===== src/rtl/rop_pkg.sv =====
package rop_pkg;

    localparam int MAX_RECTS = 128;
    localparam int IDX_W     = $clog2(MAX_RECTS);
    localparam int CNT_W     = $clog2(MAX_RECTS + 1);

    localparam int COL_W   = 7;
    localparam int ROW_W   = 5;
    localparam int GLYPH_W = 8;

    localparam int S_DATA_W = 48;
    localparam int M_DATA_W = 8;

    localparam logic               ACT_LOAD   = 1'b0;
    localparam logic               ACT_QUERY  = 1'b1;
    localparam logic [GLYPH_W-1:0] SPACE_CHAR = 8'd32;

    typedef struct packed {
        logic [GLYPH_W-1:0] glyph;
        logic [ROW_W-1:0]   bottom_row;
        logic [COL_W-1:0]   right_col;
        logic [ROW_W-1:0]   top_row;
        logic [COL_W-1:0]   left_col;
    } t_rect;

    typedef struct packed {
        logic             we;
        logic [IDX_W-1:0] waddr;
        t_rect            wdata;
        logic [IDX_W-1:0] raddr;
    } t_ram_req;

endpackage


===== src/rtl/rop_table_ram.sv =====
module rop_table_ram (
    input  logic              i_clk,
    input  rop_pkg::t_ram_req i_req,
    output rop_pkg::t_rect    o_rd_data
);
    import rop_pkg::*;

    t_rect r_mem [MAX_RECTS];
    t_rect r_rd_data;

    always_ff @(posedge i_clk) begin
        if (i_req.we) begin
            r_mem[i_req.waddr] <= i_req.wdata;
        end
    end

    always_ff @(posedge i_clk) begin
        r_rd_data <= r_mem[i_req.raddr];
    end

    assign o_rd_data = r_rd_data;

endmodule


===== src/rtl/rop_ctrl.sv =====
module rop_ctrl (
    input  logic                          i_clk,
    input  logic                          i_rst_n,
    input  logic                          i_s_tvalid,
    output logic                          o_s_tready,
    input  logic                          i_action,
    input  rop_pkg::t_rect                i_rect,
    input  logic [rop_pkg::ROW_W-1:0]     i_query_row,
    input  logic [rop_pkg::COL_W-1:0]     i_query_col,
    output logic                          o_m_tvalid,
    input  logic                          i_m_tready,
    output logic [rop_pkg::GLYPH_W-1:0]   o_cell_char,
    output logic                          o_covered,
    output rop_pkg::t_ram_req             o_req,
    input  rop_pkg::t_rect                i_rd_data
);
    import rop_pkg::*;

    localparam logic [1:0] ST_IDLE   = 2'd0;
    localparam logic [1:0] ST_SEARCH = 2'd1;
    localparam logic [1:0] ST_DONE   = 2'd2;

    logic [1:0]         r_state, n_state;
    logic [CNT_W-1:0]   r_count, n_count;
    logic [CNT_W-1:0]   r_idx, n_idx;
    logic [ROW_W-1:0]   r_row, n_row;
    logic [COL_W-1:0]   r_col, n_col;
    logic [GLYPH_W-1:0] r_char, n_char;
    logic               r_hit, n_hit;
    logic               r_m_valid, n_m_valid;
    logic [GLYPH_W-1:0] r_out_char, n_out_char;
    logic               r_out_cov, n_out_cov;
    logic               w_accept;
    logic               w_cover;

    assign o_s_tready = (r_state == ST_IDLE);
    assign w_accept   = i_s_tvalid && o_s_tready;

    assign w_cover = (i_rd_data.left_col <= r_col) && (i_rd_data.right_col >= r_col) &&
                     (i_rd_data.top_row <= r_row) && (i_rd_data.bottom_row >= r_row);

    always_comb begin
        n_state    = r_state;
        n_count    = r_count;
        n_idx      = r_idx;
        n_row      = r_row;
        n_col      = r_col;
        n_char     = r_char;
        n_hit      = r_hit;
        n_m_valid  = r_m_valid && !i_m_tready;
        n_out_char = r_out_char;
        n_out_cov  = r_out_cov;
        o_req.we    = 1'b0;
        o_req.waddr = r_count[IDX_W-1:0];
        o_req.wdata = i_rect;
        case (r_state)
            ST_IDLE: begin
                if (w_accept) begin
                    if (i_action == ACT_LOAD) begin
                        if (r_count != CNT_W'(MAX_RECTS)) begin
                            o_req.we = 1'b1;
                            n_count  = r_count + 1'b1;
                        end
                    end else begin
                        n_row  = i_query_row;
                        n_col  = i_query_col;
                        n_char = SPACE_CHAR;
                        n_hit  = 1'b0;
                        if (r_count == '0) begin
                            n_state = ST_DONE;
                        end else begin
                            n_idx   = r_count - 1'b1;
                            n_state = ST_SEARCH;
                        end
                    end
                end
            end
            ST_SEARCH: begin
                if (w_cover) begin
                    n_char  = i_rd_data.glyph;
                    n_hit   = 1'b1;
                    n_state = ST_DONE;
                end else if (r_idx == '0) begin
                    n_state = ST_DONE;
                end else begin
                    n_idx = r_idx - 1'b1;
                end
            end
            ST_DONE: begin
                if (!r_m_valid || i_m_tready) begin
                    n_m_valid  = 1'b1;
                    n_out_char = r_char;
                    n_out_cov  = r_hit;
                    n_state    = ST_IDLE;
                end
            end
            default: begin
                n_state = ST_IDLE;
            end
        endcase
        o_req.raddr = n_idx[IDX_W-1:0];
    end

    always_ff @(posedge i_clk) begin
        if (!i_rst_n) begin
            r_state   <= ST_IDLE;
            r_count   <= '0;
            r_m_valid <= 1'b0;
        end else begin
            r_state   <= n_state;
            r_count   <= n_count;
            r_m_valid <= n_m_valid;
        end
    end

    always_ff @(posedge i_clk) begin
        r_idx      <= n_idx;
        r_row      <= n_row;
        r_col      <= n_col;
        r_char     <= n_char;
        r_hit      <= n_hit;
        r_out_char <= n_out_char;
        r_out_cov  <= n_out_cov;
    end

    assign o_m_tvalid  = r_m_valid;
    assign o_cell_char = r_out_char;
    assign o_covered   = r_out_cov;

endmodule


===== src/rtl/rectangle_overlay_pixel_lookup_top.sv =====
// Rectangle overlay lookup: painter's-order compositing of up to 128 rectangles.
// Slave stream: one beat per item; tuser picks load (0) or query (1).
//   Load appends a rectangle (bounds inclusive, glyph byte) and
//   returns nothing; a load into a full table is dropped.
// Master stream: one beat per query; tdata is the cell character, tuser the
//   covered flag. Uncovered cells return a space with covered low.
// Timing: a query walks the table newest first, one entry per cycle through
//   the table RAM's single read port, and stops at the first hit. It examines
//   from one entry up to the stored count, or none when the table is empty,
//   then passes through the done state, which loads the result register.
//   The slave side is not ready while a query is in flight; it is ready
//   again once the result register loads.
// Stall: the result waits in the output register; a new item is accepted
//   meanwhile, and a following query holds in its last step until the
//   register frees.
// Reset: the rectangle count and output valid clear; the table needs no
//   clearing since only stored entries are ever read.
module rectangle_overlay_pixel_lookup_top (
    input  logic                           i_clk,
    input  logic                           i_rst_n,
    input  logic                           i_s_tvalid,
    output logic                           o_s_tready,
    // left_col, top_row, right_col, bottom_row, glyph, query_row, query_col
    input  logic [rop_pkg::S_DATA_W-1:0]   i_s_tdata,
    // action
    input  logic [0:0]                     i_s_tuser,
    output logic                           o_m_tvalid,
    input  logic                           i_m_tready,
    // cell_char
    output logic [rop_pkg::M_DATA_W-1:0]   o_m_tdata,
    // covered
    output logic [0:0]                     o_m_tuser
);
    import rop_pkg::*;

    t_rect              w_rect;
    t_rect              w_rd_data;
    t_ram_req           w_req;
    logic [ROW_W-1:0]   w_query_row;
    logic [COL_W-1:0]   w_query_col;
    logic               w_covered;

    assign w_rect.left_col   = i_s_tdata[6:0];
    assign w_rect.top_row    = i_s_tdata[11:7];
    assign w_rect.right_col  = i_s_tdata[18:12];
    assign w_rect.bottom_row = i_s_tdata[23:19];
    assign w_rect.glyph      = i_s_tdata[31:24];
    assign w_query_row       = i_s_tdata[36:32];
    assign w_query_col       = i_s_tdata[43:37];

    rop_ctrl u_ctrl (
        .i_clk       (i_clk),
        .i_rst_n     (i_rst_n),
        .i_s_tvalid  (i_s_tvalid),
        .o_s_tready  (o_s_tready),
        .i_action    (i_s_tuser[0]),
        .i_rect      (w_rect),
        .i_query_row (w_query_row),
        .i_query_col (w_query_col),
        .o_m_tvalid  (o_m_tvalid),
        .i_m_tready  (i_m_tready),
        .o_cell_char (o_m_tdata),
        .o_covered   (w_covered),
        .o_req       (w_req),
        .i_rd_data   (w_rd_data)
    );

    rop_table_ram u_ram (
        .i_clk     (i_clk),
        .i_req     (w_req),
        .o_rd_data (w_rd_data)
    );

    assign o_m_tuser[0] = w_covered;

endmodule


===== config.mk =====
export PLATFORM = sky130hd
export DESIGN_NAME = rectangle_overlay_pixel_lookup_top
export DESIGN_NICKNAME = d
export VERILOG_FILES = /design/src/rtl/rop_pkg.sv /design/src/rtl/rop_table_ram.sv /design/src/rtl/rop_ctrl.sv /design/src/rtl/rectangle_overlay_pixel_lookup_top.sv
export SDC_FILE = /design/constraint.sdc
export NUM_CORES = 2
export LEC_CHECK = 0
export BUFFER_PORTS_ARGS = -buffer_cell sky130_fd_sc_hd__buf_2
export CAP_MARGIN = 10
export CORE_ASPECT_RATIO = 0.5
export CORE_MARGIN = 2
export CORE_UTILIZATION = 30
export DETAILED_ROUTE_END_ITERATION = 8
export HOLD_SLACK_MARGIN = 0.12
export PLACE_DENSITY_LB_ADDON = 0.08
export SLEW_MARGIN = 20
export SYNTH_ARGS = -nofsm -noshare
export SYNTH_HDL_FRONTEND = slang
export SYNTH_HIERARCHICAL = 1
export SYNTH_SLANG_ARGS = --single-unit

===== constraint.sdc =====
create_clock -name i_clk -period 14.1 [get_ports i_clk]
set_clock_uncertainty 0.05 [all_clocks]
set_input_delay 2.115 -clock i_clk [delete_from_list [all_inputs] [get_ports i_clk]]
set_output_delay 2.115 -clock i_clk [all_outputs]
set_load 0.02 [all_outputs]

* Yosys cells after proc, flatten, opt, wreduce, memory -nomap -nowiden *
Memory sizes are Yosys's and may differ from the RTL's. A register that Yosys moved wholly into a read port is not among the register bits.
Index checks and enable logic that the tools add are counted.

storage, ports and cells
  bits in registers = 49
  bits in writable memories = 4,096
  input bits = 53
  output and inout port bits = 11
  logic and storage cells = 78
  memories kept = 1

cells by class
  $add $sub $neg = 3
  $lt $le $gt $ge = 4
  equal/unequal tests = 11
  mux-type cells = 29
  bitwise gates (word level) = 1
  reductions and logical operators = 18

memories
  memory       words  width  rd ports  clocked after Yosys merged registers in  wr ports  RTL line            text
  u_ram.r_mem  128    32     1         1                                        1         rop_table_ram.sv:8  t_rect r_mem [MAX_RECTS];

operators with widths
  cell                   count
  $mux W8                8
  $pmux W8 S2            2
  $logic_not A8 Y1       2
  $sub A8 B1 Y8 const B  2
  $mux W2                6
  $reduce_and A4 Y1      3
  $mux W1                11
  $ne A2 B2 Y1 const B   5
  $add A8 B1 Y8 const B  1
  $ne A8 B8 Y1 const B   1
  $ge A7 B7 Y1           1
  $le A7 B7 Y1           1
  $pmux W2 S3            1
  $reduce_and A6 Y1      1
  $ge A5 B5 Y1           1
  $le A5 B5 Y1           1
  $logic_and A1 B1 Y1    5
  $ne A2 B1 Y1 const B   2
  $ne A3 B1 Y1 const B   1
  $reduce_and A3 Y1      1
  $eq A2 B1 Y1 const B   1
  $eq A2 B2 Y1 const B   1
  $logic_not A1 Y1       2
  $logic_not A2 Y1       1
  other kinds (5)        5

* Logic depth before layout (Yosys ltp) *
  word-level depth = 7
  gate-level depth with buffers = 18
  mapped depth without buffers = 12

* Cells and area by module *
The synthesis kept the hierarchy.

by module, submodules not included
  module         times used  cells an instance  area each (µm²)  seq. area each (µm²)
  rop_table_ram  1           5,990              156,276.1        123,638.6
  rop_ctrl       1           308                3,138.0          1,291.2

* Worst setup path before layout *
OpenSTA, ideal clock, no wires.

  kind = input port to flip-flop
  start point = in i_s_tvalid
  end point = reg u_ram/o_rd_data[0] (netlist name)
  library setup time = 0.121 ns
  arrival = 7.089 ns
  data required time = 13.929 ns
  slack = 6.840 ns
  stages on the path = 13
  path buffers = 4
  cells stage by stage = nor4bb_1 > o41ai_2 > a21oi_1 > a211oi_1 > a2111oi_1 > buf_4 > buf_2 > buf_2 > buf_1 > mux4_2 > mux4_2 > mux4_2 > mux2_2

between the ends
  longest elaborated chain between the ends = 3

ends and longest elaborated chain
  element              RTL line                                  text
  start: declaration   rectangle_overlay_pixel_lookup_top.sv:21  input logic i_s_tvalid,
  $logic_and A1 B1 Y1  rop_ctrl.sv:37                            assign w_accept = i_s_tvalid && o_s_tready;
  $mux W8              rop_ctrl.sv:58                            if (w_accept) begin
  $pmux W8 S2          rop_ctrl.sv:56                            case (r_state)
  via u_ctrl.n_idx[0]  rop_ctrl.sv:25                            logic [CNT_W-1:0] r_idx, n_idx;

The timed path passes the listed nets, and every way through them passes these cells. The select of a mux whose other input is x is not followed.
A chain may end at the register's enable or synchronous reset.

==> summary.md <==
| Metric | Value |
|---|---|
| Outcome | `completed` |
| Synth Instances | `6298` |
| Hold path start | `u_ctrl/r_char[7]` |
| Vias in the first global route | `~75000` |
| Layout cells sized above 1 | `0.3432` |
| Clock Pin Slew Worst Setup and Hold Paths | `around 0.060 ns` |
| Final Core Density | `0.3458` |
| Critical path class | `flip-flop to flip-flop` |
| CP required | `14.90 ns` |
| Slew margin rel. | `0.09039` |
| Hold_buf cts | `0` |
| Yosys cell types | `between 50 and 60` |
| WP data arrival | `approximately 9 ns` |
| Pre-antenna DRT Iters | `5` |
| Sw power | `10980 uW` |
| Combinational group share of total power | `0.301` |
| Hold Crit Class | `flip-flop to flip-flop` |
| Layout fillers | `slightly below 50000` |
| TritonCTS Sinks | `between 4000 and 5000` |
| Post-route minimum period | `about 8 ns` |
| Placed cell areas | `170000 um^2` |
| Postcts setup bufs | `0` |
| Placed cell count | `approximately 13000` |
| Iter 0 DRT Violations | `8004` |
| Max stage delay on crit path | `0.83 ns` |
| Worst Hold Depth | `0` |
| Tot GR Track Use | `0.1799` |
| Layout Cells excl Fill | `about 14000` |
| DRC Markers | `0` |
| Int Power | `about 24000 uW` |
| Critical Path Source Type | `flip-flop` |
| # rows | `189` |
| Buffer and inverter count on the worst path | `4` |
| Post-CTS sizing | `0` |
| Dpl ws | `5.351 ns` |
| Post-layout net count | `about 6700` |
| Synthesized Nets | `about 6400` |
| Flop pwr share | `0.390` |
| Total CTS buffers | `between 400 and 500` |
| Horiz. Die Dim | `1035 um` |
| Seq/Total Area, Yosys | `0.7837` |
| Post-DP HPWL | `between 200000 and 300000 um` |
| DIE AREA | `537600 um^2` |
| EDFF count, synth | `approximately 4100` |
| Die Ht | `just over 500 um` |
| Max-slew violations | `0` |
| Clock group share of total power | `0.308` |
| Initial Util | `0.3009` |
| Setup TNS | `0 ns` |
| CP top delay family | `multiplexers` |
| Maxcap violations | `0` |
| Yosys warnings | `6` |
| Antenna viol nets, final | `0` |
| GRT Residual Overflow | `0` |
| CP max FO | `44` |
| Area grow syn2layout | `14.89%` |
| Reg2Reg Depth | `15` |
| Cells along the critical path | `inv_1 -> ha_1 -> nand2b_1 -> a2111oi_0 -> o21ai_0 -> nand4_1 -> and4_1 -> a2111oi_2 -> buf_4 -> buf_4 -> buf_4 -> mux4_2 -> mux4_2 -> mux4_2 -> mux2_2` |
| FFs w/ async S/R, synth | `0` |
| Clk_lat worst skew | `around 0.96 ns` |
| R2r startpoint | `u_ram/o_rd_data[12]` |
| CP max stage cell | `buf_4` |
| Area of the core | `~530000 um^2` |
| Prevailing post-synth register cell | `edfxtp_1` |
| Setup ws final | `between 6 and 7 ns` |
| First-pass GRT wire length | `around 660000 um` |
| Peak supply drop | `158.1 uV` |
| Flops & latches, synth | `~4200` |
| Routability congestion estimate | `roughly 0.77` |
| Final hold violation count | `0` |
| Endpoints failing setup | `0` |
| Switching Share | `0.3111` |
| H-Tree Depth | `5` |
| Hold EP | `u_ctrl/o_cell_char[7]` |
| Routed wire length | `about 490000 um` |
| TritonCTS clock tree | `built` |
| RSZ-0062 raised after global routing | `false` |
| Period Utilization, post-route | `0.5677` |
| Via count | `between 70000 and 80000` |
| Initial antenna violation count | `68` |
| Pwr Density | `192.7 nW/um^2` |
| Worst-Margin Slew | `1.364 ns` |
| Leak pwr | `~0.055 uW` |
| FMAX | `~0.12 GHz` |
| Avg Cell Area, Syn | `about 25 um^2` |
| Largest net degree at the start of global routing | `137` |
| I/O pin total | `64` |
| CTS root buffer | `clkbuf_16` |
| Routed WL per cell | `35.06 um` |
| CTS Buffer Depth | `4` |
| Most frequent cells in the layout | `4127 x edfxtp_1, 1344 x mux4_2, 412 x clkbuf_16` |
| Reg2reg setup slack | `6.10 ns` |
| Commonest non-fill, non-tap cell in the layout | `edfxtp_1` |
| CP Capture Type | `flip-flop` |
| Vias per std cell | `~5.1` |
| Finished Cell Area | `roughly 180000 um^2` |
| Cell Area, Synth | `159400 um^2` |
| Port bufs | `59` |
| Worst R2R End | `u_ram/o_rd_data[16]` |
-- synth_stat cells, types with 2 or more instances --
library cell	count	area [um^2]
buf_6	3	33.78
nor3_1	15	75.07
ha_1	29	362.9
mux2_2	32	360.4
nor2b_1	10	62.56
a211oi_1	4	30.03
and2_1	15	93.84
xnor2_1	9	78.83
buf_4	50	375.4
nand2_1	27	101.4
nand3_1	14	70.07
dfxtp_1	50	1001
and3_1	3	18.77
o21ai_0	9	45.04
buf_1	50	187.7
mux4_2	1344	30270
nor3b_1	2	15.01
o21a_1	3	22.52
clkbuf_1	186	698.2
edfxtp_1	4127	123900
nand2b_1	10	62.56
a21o_1	2	15.01
o211ai_1	2	15.01
nand3b_1	4	30.03
nand4_1	9	56.30
inv_1	23	86.33
nor2_1	133	499.2
a311oi_1	2	17.52
nor4_1	3	18.77
o22ai_1	2	12.51
xor2_1	5	43.79
buf_2	82	410.4
a21oi_1	13	65.06
-- routing by layer --
metal  track usage  part of all wire
met3       0.02561             0.053
met4       0.03378             0.021
met2        0.2926              0.48
met1        0.2608              0.45
met5             0           0.00023
-- how the worst max path moves through the flow --
stage,depth (start not counted),to,start
2_1_floorplan,13,u_ram/o_rd_data[0],i_s_tvalid
3_3_place_gp,14,u_ram/o_rd_data[16],i_s_tvalid
3_5_place_dp,14,u_ram/o_rd_data[16],i_s_tvalid
4_1_cts,15,u_ram/o_rd_data[9],u_ram/o_rd_data[12]
5_1_grt,15,u_ram/o_rd_data[28],u_ram/o_rd_data[12]
6_report,15,u_ram/o_rd_data[16],u_ram/o_rd_data[12]
-- metrics by stage --
step                power, uW  hold slack [ns]
detailed placement      24990           0.3580
global route            36650           0.3731
CTS                     35940           0.3698
floorplan               20480           0.3503
global placement        24890           0.3691
finish                  35290           0.3668
-- final cells by class --
cell class,instances,area [um^2],share of cell area
clock buffers,507,10750,0.05867
repair buffers,298,2470,0.01349
clock inverters,236,2281,0.01245
inverters,23,86.33,0.0004714
multi-input cells,1726,33740,0.1842
flip-flops and latches,4177,124900,0.6821
well taps,7067,8842,0.04828
diodes,24,60.06,0.0003279
-- flip-flops by register name, summed over array words and instances (netlist names), 2 cells and up --
signal / count
u_ctrl/r_char: 8
u_ctrl/o_cell_char: 8
u_ram/r_mem: 4096
u_ctrl/r_col: 7
u_ctrl/r_idx: 8
u_ctrl/r_state: 2
u_ctrl/r_count: 8
u_ctrl/r_row: 5
u_ram/o_rd_data: 32
-- power groups by stage --
stage	logic, uW	registers [uW]	clock network (uW)
5_1_grt	11200	13800	11700
3_3_place_gp	10900	14000	0
3_5_place_dp	11000	14000	0
4_1_cts	11000	13800	11200
6_report	10600	13800	10900
2_1_floorplan	6470	14000	0
-- logic make-up after synthesis --
family,share of synthesized area
AO/OA/AOI/OAI,0.002308
XOR/XNOR,0.0007692
adder cells (fa/ha/maj),0.002276
buffers and inverters,0.01127
flip-flops,0.7837
multiplexers,0.1922
AND/OR/NAND/NOR,0.007496
(Power assumes the default switching activity.)
